## config.mk

```make
export PLATFORM = sky130hd
export DESIGN_NAME = metronome_click_generator
export DESIGN_NICKNAME = d
export VERILOG_FILES = /design/src/rtl/mcg_pkg.sv /design/src/rtl/metronome_click_generator.sv
export VERILOG_INCLUDE_DIRS = /design/src /design/src/rtl
export SDC_FILE = /design/constraint.sdc
export NUM_CORES = 2
export LEC_CHECK = 0
export BUFFER_PORTS_ARGS = -buffer_cell sky130_fd_sc_hd__buf_2
export CAP_MARGIN = 20
export CORE_ASPECT_RATIO = 0.5
export CORE_MARGIN = 4
export CORE_UTILIZATION = 45
export CTS_CLUSTER_SIZE = 14
export DETAILED_ROUTE_END_ITERATION = 10
export PLACE_DENSITY = 0.64
export SLEW_MARGIN = 20
export SYNTH_ARGS = -nofsm -noshare
export SYNTH_HDL_FRONTEND = slang
export SYNTH_SLANG_ARGS = --single-unit
export TNS_END_PERCENT = 20
```

## constraint.sdc

```tcl
create_clock -name clk -period 16.7 [get_ports clk]
set_input_delay 0.835 -clock clk [delete_from_list [all_inputs] [get_ports clk]]
set_output_delay 0.835 -clock clk [all_outputs]
set_load 0.01 [all_outputs]
```

## src/rtl/metronome_click_generator_macros.svh

```systemverilog
// assertion macros for the metronome click generator
// used by metronome_click_generator.sv, expects clk and arst_n in scope
`ifndef METRONOME_CLICK_GENERATOR_MACROS_SVH
`define METRONOME_CLICK_GENERATOR_MACROS_SVH

// consequent holds in the same cycle as the antecedent
`define MCG_ASSERT_NOW(lbl, ante, cons, msg) \
	lbl: assert property (@(posedge clk) disable iff (!arst_n) (ante) |-> (cons)) else $error(msg);

// consequent holds in the cycle after the antecedent
`define MCG_ASSERT_NEXT(lbl, ante, cons, msg) \
	lbl: assert property (@(posedge clk) disable iff (!arst_n) (ante) |=> (cons)) else $error(msg);

`endif

```

## src/rtl/mcg_pkg.sv

```systemverilog
// types, constants and helpers for the metronome click generator
// no dependencies
package mcg_pkg;

	localparam int SAMPLE_RATE_DEF = 48000;

	// bits of pos << 8 walked by the serial divider
	localparam int POS_W   = 41;
	localparam int DVD_W   = POS_W + 8;

	localparam logic [14:0] AMP_ACCENT = 15'd26214;
	localparam logic [14:0] AMP_NORMAL = 15'd16384;

	localparam logic signed [17:0] SIN_C0 = 18'sd51472;
	localparam logic signed [17:0] SIN_C1 = 18'sd21167;
	localparam logic signed [17:0] SIN_C2 = 18'sd2611;
	localparam logic signed [17:0] SIN_C3 = 18'sd153;

	// register indexes
	localparam logic [2:0] REG_ENABLE      = 3'd0;
	localparam logic [2:0] REG_LEVEL       = 3'd1;
	localparam logic [2:0] REG_SPC         = 3'd2;
	localparam logic [2:0] REG_BPB         = 3'd3;
	localparam logic [2:0] REG_LOOP_ENABLE = 3'd4;
	localparam logic [2:0] REG_LOOP_START  = 3'd5;
	localparam logic [2:0] REG_LOOP_END    = 3'd6;

	localparam logic [15:0] LEVEL_RST = 16'd32768;
	localparam logic [31:0] SPC_RST   = 32'd5644800;
	localparam logic [6:0]  BPB_RST   = 7'd4;

	typedef struct packed {
		logic [39:0]        block_start;
		logic [11:0]        sample_offset;
		logic               playing;
		logic signed [15:0] mix_in;
	} in_item_t;

	typedef struct packed {
		logic signed [15:0] mix_out;
		logic               click_fired;
		logic               click_accented;
	} out_item_t;

	// divide by 32768 truncating toward zero
	function automatic logic signed [17:0] trunc15(input logic signed [35:0] p);
		logic signed [35:0] q;
		q = p >>> 15;
		if (p[35] && (p[14:0] != 15'd0)) begin
			q = q + 36'sd1;
		end
		return q[17:0];
	endfunction

endpackage

```

## src/rtl/metronome_click_generator.sv

```systemverilog
// metronome click generator: takes no new item until the last one is posted, paced by the
// bit-serial 49-step restoring divider of pos*256 by samples_per_click
// pass-through items go from POS1 straight to FIN and skip the divider
// the click sine and envelope run on one shared multiplier alongside the divider
// arst_n clears control state and click state, config registers take their defaults
// depends on mcg_pkg and metronome_click_generator_macros.svh
`include "metronome_click_generator_macros.svh"

module metronome_click_generator #(
	parameter int SAMPLE_RATE = mcg_pkg::SAMPLE_RATE_DEF
) (
	input  logic                clk,
	input  logic                arst_n,
	input  logic                psel,
	input  logic                penable,
	input  logic                pwrite,
	input  logic [5:0]          paddr,
	input  logic [63:0]         pwdata,
	output logic [63:0]         prdata,
	output logic                pready,
	input  logic                in_valid,
	output logic                in_stall,
	input  mcg_pkg::in_item_t   in_item,
	output logic                out_valid,
	input  logic                out_stall,
	output mcg_pkg::out_item_t  out_item
);

	localparam int CLICK_LEN_RAW = (SAMPLE_RATE + 50) / 100;
	localparam int CLICK_LEN = (CLICK_LEN_RAW > 0) ? CLICK_LEN_RAW : 1;
	localparam int LW  = $clog2(CLICK_LEN + 1);
	localparam int ENW = 15 + LW;
	localparam int ECW = $clog2(ENW);
	localparam longint unsigned INC_A_L =
		((64'd1000 << 32) + 64'(SAMPLE_RATE / 2)) / 64'(SAMPLE_RATE);
	localparam longint unsigned INC_N_L =
		((64'd800 << 32) + 64'(SAMPLE_RATE / 2)) / 64'(SAMPLE_RATE);
	localparam logic [31:0] INC_ACCENT = INC_A_L[31:0];
	localparam logic [31:0] INC_NORMAL = INC_N_L[31:0];
	localparam logic [5:0] DIV_LAST = 6'(mcg_pkg::DVD_W - 1);
	localparam logic [ECW-1:0] ENV_LAST = ECW'(ENW - 1);

	typedef enum logic [5:0] {
		ST_IDLE = 6'b000001,
		ST_POS1 = 6'b000010,
		ST_POS2 = 6'b000100,
		ST_POS3 = 6'b001000,
		ST_DIV  = 6'b010000,
		ST_FIN  = 6'b100000
	} state_t;

	typedef enum logic [11:0] {
		CS_SQ    = 12'b000000000001,
		CS_T0    = 12'b000000000010,
		CS_T1    = 12'b000000000100,
		CS_T2    = 12'b000000001000,
		CS_T3    = 12'b000000010000,
		CS_S     = 12'b000000100000,
		CS_ENVLD = 12'b000001000000,
		CS_ENV   = 12'b000010000000,
		CS_SENV  = 12'b000100000000,
		CS_V     = 12'b001000000000,
		CS_LVL   = 12'b010000000000,
		CS_DONE  = 12'b100000000000
	} cstep_t;

	// configuration
	logic        enable_q;
	logic [15:0] level_q;
	logic [31:0] spc_q;
	logic [6:0]  bpb_q;
	logic        loop_en_q;
	logic [39:0] loop_start_q;
	logic [39:0] loop_end_q;

	// click state
	logic        click_active_q;
	logic [11:0] click_count_q;
	logic [31:0] osc_phase_q;
	logic        accent_q;

	state_t             state_q;
	cstep_t             cs_q;
	mcg_pkg::in_item_t  in_q;
	logic               pass_q;
	logic               lpok_q;
	logic [40:0]        pos_q;
	logic [41:0]        diff_q;
	logic [48:0]        dvd_q;
	logic [31:0]        rem_q;
	logic [6:0]         mod_q;
	logic [5:0]         dcnt_q;

	logic signed [35:0] prod_q;
	logic signed [17:0] x2_q;
	logic signed [17:0] s_q;
	logic signed [17:0] v_q;
	logic signed [17:0] scaled_q;
	logic               lvl_q;
	logic [ENW-1:0]     en_q;
	logic [LW-1:0]      er_q;
	logic [ECW-1:0]     ecnt_q;

	logic               out_valid_q;
	mcg_pkg::out_item_t out_item_q;

	logic cfg_wr;
	assign cfg_wr = psel && penable && pwrite;
	assign pready = 1'b1;

	always_ff @(posedge clk or negedge arst_n) begin
		if (!arst_n) begin
			enable_q     <= 1'b0;
			level_q      <= mcg_pkg::LEVEL_RST;
			spc_q        <= mcg_pkg::SPC_RST;
			bpb_q        <= mcg_pkg::BPB_RST;
			loop_en_q    <= 1'b0;
			loop_start_q <= 40'd0;
			loop_end_q   <= 40'd0;
		end else if (cfg_wr) begin
			case (paddr[5:3])
				mcg_pkg::REG_ENABLE:      enable_q     <= pwdata[0];
				mcg_pkg::REG_LEVEL:       level_q      <= pwdata[15:0];
				mcg_pkg::REG_SPC:         spc_q        <= pwdata[31:0];
				mcg_pkg::REG_BPB:         bpb_q        <= pwdata[6:0];
				mcg_pkg::REG_LOOP_ENABLE: loop_en_q    <= pwdata[0];
				mcg_pkg::REG_LOOP_START:  loop_start_q <= pwdata[39:0];
				mcg_pkg::REG_LOOP_END:    loop_end_q   <= pwdata[39:0];
				default: ;
			endcase
		end
	end

	always_comb begin
		case (paddr[5:3])
			mcg_pkg::REG_ENABLE:      prdata = {63'd0, enable_q};
			mcg_pkg::REG_LEVEL:       prdata = {48'd0, level_q};
			mcg_pkg::REG_SPC:         prdata = {32'd0, spc_q};
			mcg_pkg::REG_BPB:         prdata = {57'd0, bpb_q};
			mcg_pkg::REG_LOOP_ENABLE: prdata = {63'd0, loop_en_q};
			mcg_pkg::REG_LOOP_START:  prdata = {24'd0, loop_start_q};
			mcg_pkg::REG_LOOP_END:    prdata = {24'd0, loop_end_q};
			default:                  prdata = 64'd0;
		endcase
	end

	// handshake
	logic accept;
	logic fin_go;
	assign in_stall  = (state_q != ST_IDLE);
	assign accept    = in_valid && !in_stall;
	assign out_valid = out_valid_q;
	assign out_item  = out_item_q;
	assign fin_go    = (state_q == ST_FIN) && (pass_q || (cs_q == CS_DONE))
		&& (!out_valid_q || !out_stall);

	// serial divide step and beat modulo
	logic [32:0] div_t;
	logic        div_ge;
	logic [7:0]  mod_t;
	logic [40:0] pos_new;
	assign div_t   = {rem_q, dvd_q[48]};
	assign div_ge  = div_t >= {1'b0, spc_q};
	assign mod_t   = {mod_q, div_ge};
	assign pos_new = (lpok_q && !diff_q[41]) ? ({1'b0, loop_start_q} + diff_q[40:0]) : pos_q;

	always_ff @(posedge clk or negedge arst_n) begin
		if (!arst_n) begin
			state_q <= ST_IDLE;
			dcnt_q  <= 6'd0;
		end else begin
			case (state_q)
				ST_IDLE: begin
					if (accept) begin
						state_q <= ST_POS1;
					end
				end
				ST_POS1: state_q <= pass_q ? ST_FIN : ST_POS2;
				ST_POS2: state_q <= ST_POS3;
				ST_POS3: begin
					dcnt_q  <= 6'd0;
					state_q <= ST_DIV;
				end
				ST_DIV: begin
					dcnt_q <= dcnt_q + 6'd1;
					if (dcnt_q == DIV_LAST) begin
						state_q <= ST_FIN;
					end
				end
				ST_FIN: begin
					if (fin_go) begin
						state_q <= ST_IDLE;
					end
				end
				default: state_q <= ST_IDLE;
			endcase
		end
	end

	always_ff @(posedge clk) begin
		if (accept) begin
			in_q   <= in_item;
			pass_q <= !enable_q || (level_q == 16'd0) || !in_item.playing
				|| (spc_q == 32'd0) || (bpb_q == 7'd0);
		end
		if (state_q == ST_POS1) begin
			pos_q  <= {1'b0, in_q.block_start} + {29'd0, in_q.sample_offset};
			lpok_q <= loop_en_q && (loop_end_q > loop_start_q)
				&& (in_q.block_start < loop_end_q);
		end
		if (state_q == ST_POS2) begin
			diff_q <= {1'b0, pos_q} - {2'b0, loop_end_q};
		end
		if (state_q == ST_POS3) begin
			dvd_q <= {pos_new, 8'd0};
			rem_q <= 32'd0;
			mod_q <= 7'd0;
		end
		if (state_q == ST_DIV) begin
			dvd_q <= {dvd_q[47:0], 1'b0};
			rem_q <= div_ge ? 32'(div_t - {1'b0, spc_q}) : div_t[31:0];
			mod_q <= (mod_t >= {1'b0, bpb_q}) ? 7'(mod_t - {1'b0, bpb_q}) : mod_t[6:0];
		end
	end

	// click sample on a shared multiplier, for a slot that does not fire
	logic [1:0]         quad;
	logic [15:0]        xs;
	logic signed [17:0] prod_hi;
	logic signed [17:0] mul_a;
	logic signed [17:0] mul_b;
	logic [14:0]        amp;
	logic [LW:0]        env_t;
	logic               env_ge;

	assign quad    = osc_phase_q[31:30];
	assign xs      = quad[0] ? (16'd32768 - {1'b0, osc_phase_q[29:15]})
		: {1'b0, osc_phase_q[29:15]};
	assign prod_hi = prod_q[32:15];
	assign amp     = accent_q ? mcg_pkg::AMP_ACCENT : mcg_pkg::AMP_NORMAL;
	assign env_t   = {er_q, en_q[ENW-1]};
	assign env_ge  = env_t >= (LW+1)'(CLICK_LEN);

	always_comb begin
		case (cs_q)
			CS_SQ: begin
				mul_a = {2'b0, xs};
				mul_b = {2'b0, xs};
			end
			CS_T0: begin
				mul_a = mcg_pkg::SIN_C3;
				mul_b = prod_hi;
			end
			CS_T1: begin
				mul_a = mcg_pkg::SIN_C2 - prod_hi;
				mul_b = x2_q;
			end
			CS_T2: begin
				mul_a = mcg_pkg::SIN_C1 - prod_hi;
				mul_b = x2_q;
			end
			CS_T3: begin
				mul_a = mcg_pkg::SIN_C0 - prod_hi;
				mul_b = {2'b0, xs};
			end
			CS_S: begin
				mul_a = {3'b0, amp};
				mul_b = 18'(CLICK_LEN) - {6'd0, click_count_q};
			end
			CS_SENV: begin
				mul_a = s_q;
				mul_b = {3'b0, en_q[14:0]};
			end
			CS_LVL: begin
				mul_a = v_q;
				mul_b = {2'b0, level_q};
			end
			default: begin
				mul_a = 18'sd0;
				mul_b = 18'sd0;
			end
		endcase
	end

	always_ff @(posedge clk or negedge arst_n) begin
		if (!arst_n) begin
			cs_q <= CS_DONE;
		end else begin
			case (cs_q)
				CS_SQ:    cs_q <= CS_T0;
				CS_T0:    cs_q <= CS_T1;
				CS_T1:    cs_q <= CS_T2;
				CS_T2:    cs_q <= CS_T3;
				CS_T3:    cs_q <= CS_S;
				CS_S:     cs_q <= CS_ENVLD;
				CS_ENVLD: cs_q <= CS_ENV;
				CS_ENV: begin
					if (ecnt_q == ENV_LAST) begin
						cs_q <= CS_SENV;
					end
				end
				CS_SENV:  cs_q <= CS_V;
				CS_V:     cs_q <= CS_LVL;
				CS_LVL:   cs_q <= CS_DONE;
				CS_DONE: begin
					if (state_q == ST_POS1 && !pass_q && click_active_q) begin
						cs_q <= CS_SQ;
					end
				end
				default:  cs_q <= CS_DONE;
			endcase
		end
	end

	always_ff @(posedge clk) begin
		prod_q <= 36'(mul_a * mul_b);
		lvl_q  <= (cs_q == CS_LVL);
		if (state_q == ST_POS1) begin
			scaled_q <= 18'sd0;
		end
		case (cs_q)
			CS_T0: x2_q <= prod_hi;
			CS_S:  s_q  <= quad[1] ? -prod_hi : prod_hi;
			CS_ENVLD: begin
				en_q   <= prod_q[ENW-1:0];
				er_q   <= '0;
				ecnt_q <= '0;
			end
			CS_ENV: begin
				en_q   <= {en_q[ENW-2:0], env_ge};
				er_q   <= env_ge ? LW'(env_t - (LW+1)'(CLICK_LEN)) : env_t[LW-1:0];
				ecnt_q <= ecnt_q + 1'b1;
			end
			CS_V:  v_q <= mcg_pkg::trunc15(prod_q);
			CS_LVL: ;
			default: ;
		endcase
		if (cs_q == CS_LVL) begin
			// the product of v and level is registered in prod_q and taken in CS_DONE
			scaled_q <= 18'sd0;
		end
		if (cs_q == CS_DONE && state_q != ST_POS1 && lvl_q) begin
			scaled_q <= mcg_pkg::trunc15(prod_q);
		end
	end

	// finish: flags, mix sum and click state update
	logic               fired;
	logic               acc;
	logic signed [18:0] sum;
	logic signed [15:0] mix_sat;
	logic               b_active;
	logic               b_acc;
	logic [11:0]        b_count;
	logic [31:0]        b_phase;
	logic [11:0]        cnt1;

	assign fired = (rem_q[31:8] == 24'd0);
	assign acc   = fired && (mod_q == 7'd0);
	assign sum   = {{3{in_q.mix_in[15]}}, in_q.mix_in}
		+ (fired ? 19'sd0 : {scaled_q[17], scaled_q});

	always_comb begin
		if (sum > 19'sd32767) begin
			mix_sat = 16'sh7fff;
		end else if (sum < -19'sd32768) begin
			mix_sat = 16'sh8000;
		end else begin
			mix_sat = sum[15:0];
		end
		b_active = fired ? 1'b1 : click_active_q;
		b_acc    = fired ? acc : accent_q;
		b_count  = fired ? 12'd0 : click_count_q;
		b_phase  = fired ? 32'd0 : osc_phase_q;
		cnt1     = b_count + 12'd1;
	end

	always_ff @(posedge clk or negedge arst_n) begin
		if (!arst_n) begin
			click_active_q <= 1'b0;
			click_count_q  <= 12'd0;
			osc_phase_q    <= 32'd0;
			accent_q       <= 1'b0;
		end else if (fin_go && !pass_q) begin
			accent_q <= b_acc;
			if (b_active) begin
				osc_phase_q <= b_phase + (b_acc ? INC_ACCENT : INC_NORMAL);
				if ({20'd0, cnt1} >= 32'(CLICK_LEN)) begin
					click_active_q <= 1'b0;
					click_count_q  <= 12'd0;
				end else begin
					click_active_q <= 1'b1;
					click_count_q  <= cnt1;
				end
			end
		end
	end

	always_ff @(posedge clk or negedge arst_n) begin
		if (!arst_n) begin
			out_valid_q <= 1'b0;
		end else if (fin_go) begin
			out_valid_q <= 1'b1;
		end else if (out_stall == 1'b0) begin
			out_valid_q <= 1'b0;
		end
	end

	always_ff @(posedge clk) begin
		if (fin_go) begin
			if (pass_q) begin
				out_item_q.mix_out        <= in_q.mix_in;
				out_item_q.click_fired    <= 1'b0;
				out_item_q.click_accented <= 1'b0;
			end else begin
				out_item_q.mix_out        <= mix_sat;
				out_item_q.click_fired    <= fired;
				out_item_q.click_accented <= acc;
			end
		end
	end

	`MCG_ASSERT_NOW(a_idle_count, !click_active_q, click_count_q == 12'd0, "idle click with count")
	`MCG_ASSERT_NOW(a_count_range, 1'b1, {20'd0, click_count_q} < 32'(CLICK_LEN), "click count past length")
	`MCG_ASSERT_NOW(a_accent_fired, out_valid_q && out_item_q.click_accented, out_item_q.click_fired, "accent without click")
	`MCG_ASSERT_NEXT(a_fin_result, fin_go, out_valid_q && (state_q == ST_IDLE), "result not posted")

endmodule
```

==> metrics.md <==
| Metric | Value |
|---|---|
| Placed cells | `approximately 6600` |
| Power Density | `between 80 and 90 nW/um^2` |
| ANT nets after route | `0` |
| Ranking of synthesized cells by area | `edfxtp_1 (22%), fa_1 (14%), dfrtp_1 (10%)` |
| WL final | `roughly 140 mm` |
| Synth top area share | `0.223` |
| Net switching power | `1.65 mW` |
| DIE HEIGHT | `240 um` |
| Largest net degree at the start of global routing | `80` |
| Ys async rst share | `0.344` |
| Post-CTS Resized | `0` |
| Clk_skew | `0.0432 ns` |
| Worst Setup Start Kind | `register` |
| Synth-to-layout area growth | `8.81%` |
| EDFF count, synth | `around 360` |
| First-pass GRT wire length | `220 mm` |
| CP Capture Type | `register` |
| Max-cap violation count | `0` |
| Vias in the first global route | `~39000` |
| Root Driver | `clkbuf_16` |
| Drc violations | `0` |
| CORE AREA | `approximately 110000 sq um` |
| DRT Pass-1 Iters | `6` |
| Setup-failing EPs final | `0` |
| Logic pwr share | `0.300` |
| Number of I/O pins | `231` |
| Nets@finish | `roughly 6000` |
| Num rows | `84` |
| Final WS setup | `about 6 ns` |
| Netlist cell types | `approximately 110` |
| Slew @ Worst Pin | `between 1 and 1.5 ns` |
| Synth Warn # | `0` |
| Syn Inst Count | `5111` |
| Final Hold Viols | `0` |
| Post-place instance area | `just over 50000 sq um` |
| Num CTS Buffers | `61` |
| Outcome | `complete, no violations` |
| Cell area after layout | `approximately 53000 sq um` |
| Fillers | `between 9000 and 10000` |
| Htree depth | `2` |
| Detailed placer's ending HPWL | `roughly 110 mm` |
| Critical path's most frequent cell | `fa_1` |
| Biggest area consumer among synthesized cells | `edfxtp_1` |
| Peak VDD IR | `between 0.00008 and 0.00009 V` |
| Max stage delay on crit path | `around 0.84 ns` |
| Die outline area | `114000 sq um` |
| Drt initial violations | `3084` |
| Sequential Power Share | `0.410` |
| Pre-CTS setup slack | `between 6 and 7 ns` |
| Maximum buffer depth of the clock tree | `3` |
| GR Overflow Total | `0` |
| Initial core utilization | `0.458` |
| Slowest CP cell | `nand3_1` |
| CTS tree | `done` |
| F_max | `around 0.095 GHz` |
| Mean post-synth cell area | `around 9.5 sq um` |
| IO Port Bufs | `between 150 and 200` |
| Final Max Tran Viols | `0` |
| Max Fanout on Critical Path | `17` |
| Worst-path clk slew | `approximately 0.070 ns` |
| Via count | `38200` |
| P_int | `3.10 mW` |
| Via/cell ratio | `between 5 and 6` |
| Latest clock arrival within the worst-skew pair | `around 0.66 ns` |
| Layout cells sized above 1 | `0.0868` |
| Non-Filler Instances | `about 6700` |
| Hold_buf cts | `0` |
| Gpl congestion | `around 0.95` |
| Wire length per cell | `21.1 um` |
| Leak | `around 23 nW` |
| Setup TNS | `0 ns` |
| Mapped Area | `about 50000 sq um` |
| Synth Register Bits | `between 600 and 700` |
| Worst rel slew slack | `0.294` |
| Req. time, crit path | `17.24 ns` |
| Setup Buffers After CTS | `0` |
| Arr. time, crit path | `11.10 ns` |
| Clock Power Share | `0.291` |
| Initial antenna violation count | `6` |
| Hold WC Path Type | `in -> async` |
| Final cycle utilization of the critical path | `0.632` |
| Register area share after synthesis | `0.345` |
| Die Wd | `roughly 470 um` |
| Switching Share | `0.347` |
| Fin crit period | `approximately 11 ns` |
| Top FF cell, synth | `edfxtp_1` |
| WS Path Type | `reg -> reg` |
| Cells on worst reg2reg path | `30` |
| Unrepaired setup endpoints after global routing | `no` |
| Global-route usage over all layers | `0.247` |
| Num Clock Sinks | `between 600 and 700` |
==> synth_stat cells (11+ instances only) <==
library cell  number
inv_1            616
nand2_1          601
nor2_1           393
edfxtp_1         361
ha_1             345
fa_1             335
o21ai_0          318
a21oi_1          273
xnor2_1          202
dfrtp_1          198
clkbuf_1         155
a21o_1           109
xor2_1            79
nand3_1           77
nor2b_1           74
and2_1            63
nand4_1           48
nor3_1            48
nand2b_1          44
a22oi_1           43
mux2i_1           36
nor4_1            36
dfxtp_1           35
o22ai_1           33
buf_2             32
and3_1            31
mux2_2            28
o21a_1            28
a211oi_1          27
a31oi_1           27
buf_4             27
a221oi_1          26
o21bai_1          24
o211ai_1          21
o31ai_1           19
a22o_1            18
or3_1             18
buf_1             15
or2_2             14
a222oi_1          11
o41ai_1           11
or4_1             11
==> power by group through the flow <==
stage                     Combinational, mW  Clock [mW]  Sequential (mW)
after floorplan                        1.02           0             1.91
after global placement                 1.36           0             1.97
after detailed placement               1.40           0             1.97
after CTS                              1.41        1.41             1.94
after global routing                   1.58        1.47             1.96
final                                  1.42        1.38             1.95
==> logic make-up (layout without fill, tap and decap cells) <==
logic type	count (synthesis)	after routing	synth area share
adders and majority gates	680	680	0.227
xor gates and xnor gates	281	281	0.0507
buffers and inverters	850	972	0.0691
DFF	604	604	0.345
AOI/OAI and AO/OA	1119	1119	0.151
other	2	29	0.000155
muxes	65	65	0.0144
and+or+nand+nor	1510	1510	0.143
==> layout make-up <==
| class | instances | area (sq um) | share of cell area |
|---|---|---|---|
| inverters | 618 | 2320 | 0.0439 |
| diodes | 4 | 10.0 | 0.000189 |
| clock inverters | 25 | 155 | 0.00294 |
| clock buffers | 91 | 1800 | 0.0340 |
| well taps | 1419 | 1780 | 0.0336 |
| multi-input cells | 3680 | 28700 | 0.543 |
| repair buffers | 238 | 1350 | 0.0256 |
| flip-flops and latches | 604 | 16800 | 0.317 |
==> routing by layer <==
metal	GRT usage	wire, um	vias to the layer above
li1	-	-	17600
met1	0.314	58300	19000
met2	0.424	67300	1277
met3	0.0331	8060	296
met4	0.110	6950	0
met5	0	0	-
==> worst paths after layout <==
kind                                start        endpoint  slack, ns
max in group asynchronous          arst_n   loop_end_q[3]      15.14
min in group clk               in_item[9]         in_q[9]       0.35
min reg2reg                osc_phase_q[0]  osc_phase_q[0]       0.49
min                                arst_n      state_q[4]       0.14
max reg2reg                       cs_q[9]      prod_q[32]       6.15
max                               cs_q[9]      prod_q[32]       6.15
==> sequential cells by signal, indices dropped and copies added (netlist names), 16 cells and up <==
| name | cells |
|---|---|
| in_q | 68 |
| diff_q | 42 |
| dvd_q | 41 |
| pos_q | 41 |
| loop_end_q | 40 |
| loop_start_q | 40 |
| prod_q | 34 |
| osc_phase_q | 32 |
| rem_q | 32 |
| spc_q | 32 |
| en_q | 24 |
| out_item | 18 |
| s_q | 18 |
| scaled_q | 18 |
| v_q | 18 |
| x2_q | 18 |
| level_q | 16 |
==> through the flow <==
stage,hold slack [ns],total power [mW],util
3_5_place_dp,0.471,3.38,0.480
6_report,0.138,4.75,0.498
5_1_grt,0.165,5.01,0.498
3_3_place_gp,0.454,3.33,0.480
4_1_cts,0.133,4.77,0.498
2_1_floorplan,0.406,2.93,-
==> cells in the final DEF (no fill, tap or decap), types with 17 or more instances in the layout <==
cell type    n
edfxtp_1   361
xor2_1      79
xnor2_1    202
o31ai_1     18
a21oi_1    272
a211oi_1    27
buf_2      178
o21ai_0    318
fa_1       335
nand4_1     48
clkbuf_1    17
o22ai_1     33
a221oi_1    26
a31oi_1     27
a21o_1     109
mux2i_1     36
o21bai_1    24
nand2_1    601
mux2_2      28
and2_1      63
nor2_1     389
nor3_1      45
a22o_1      18
or3_1       18
nand2b_1    43
nor2b_1     71
nand3_1     76
dfrtp_1    198
o211ai_1    21
and3_1      31
dfxtp_1     35
o21a_1      28
a22oi_1     43
nor4_1      36
inv_1      614
buf_4       58
ha_1       345
clkbuf_16   64
conb_1      25
==> worst max-delay path, delay by kind of cell (launching register included) <==
kind,cells,cell delay (ns)
xor gates and xnor gates,1,0.22
buffers and inverters,5,0.24
DFF,1,0.42
adders and majority gates,7,3.44
and+or+nand+nor,8,3.30
AOI/OAI and AO/OA,9,2.74
No activity file was read; power rests on OpenSTA's default activity.
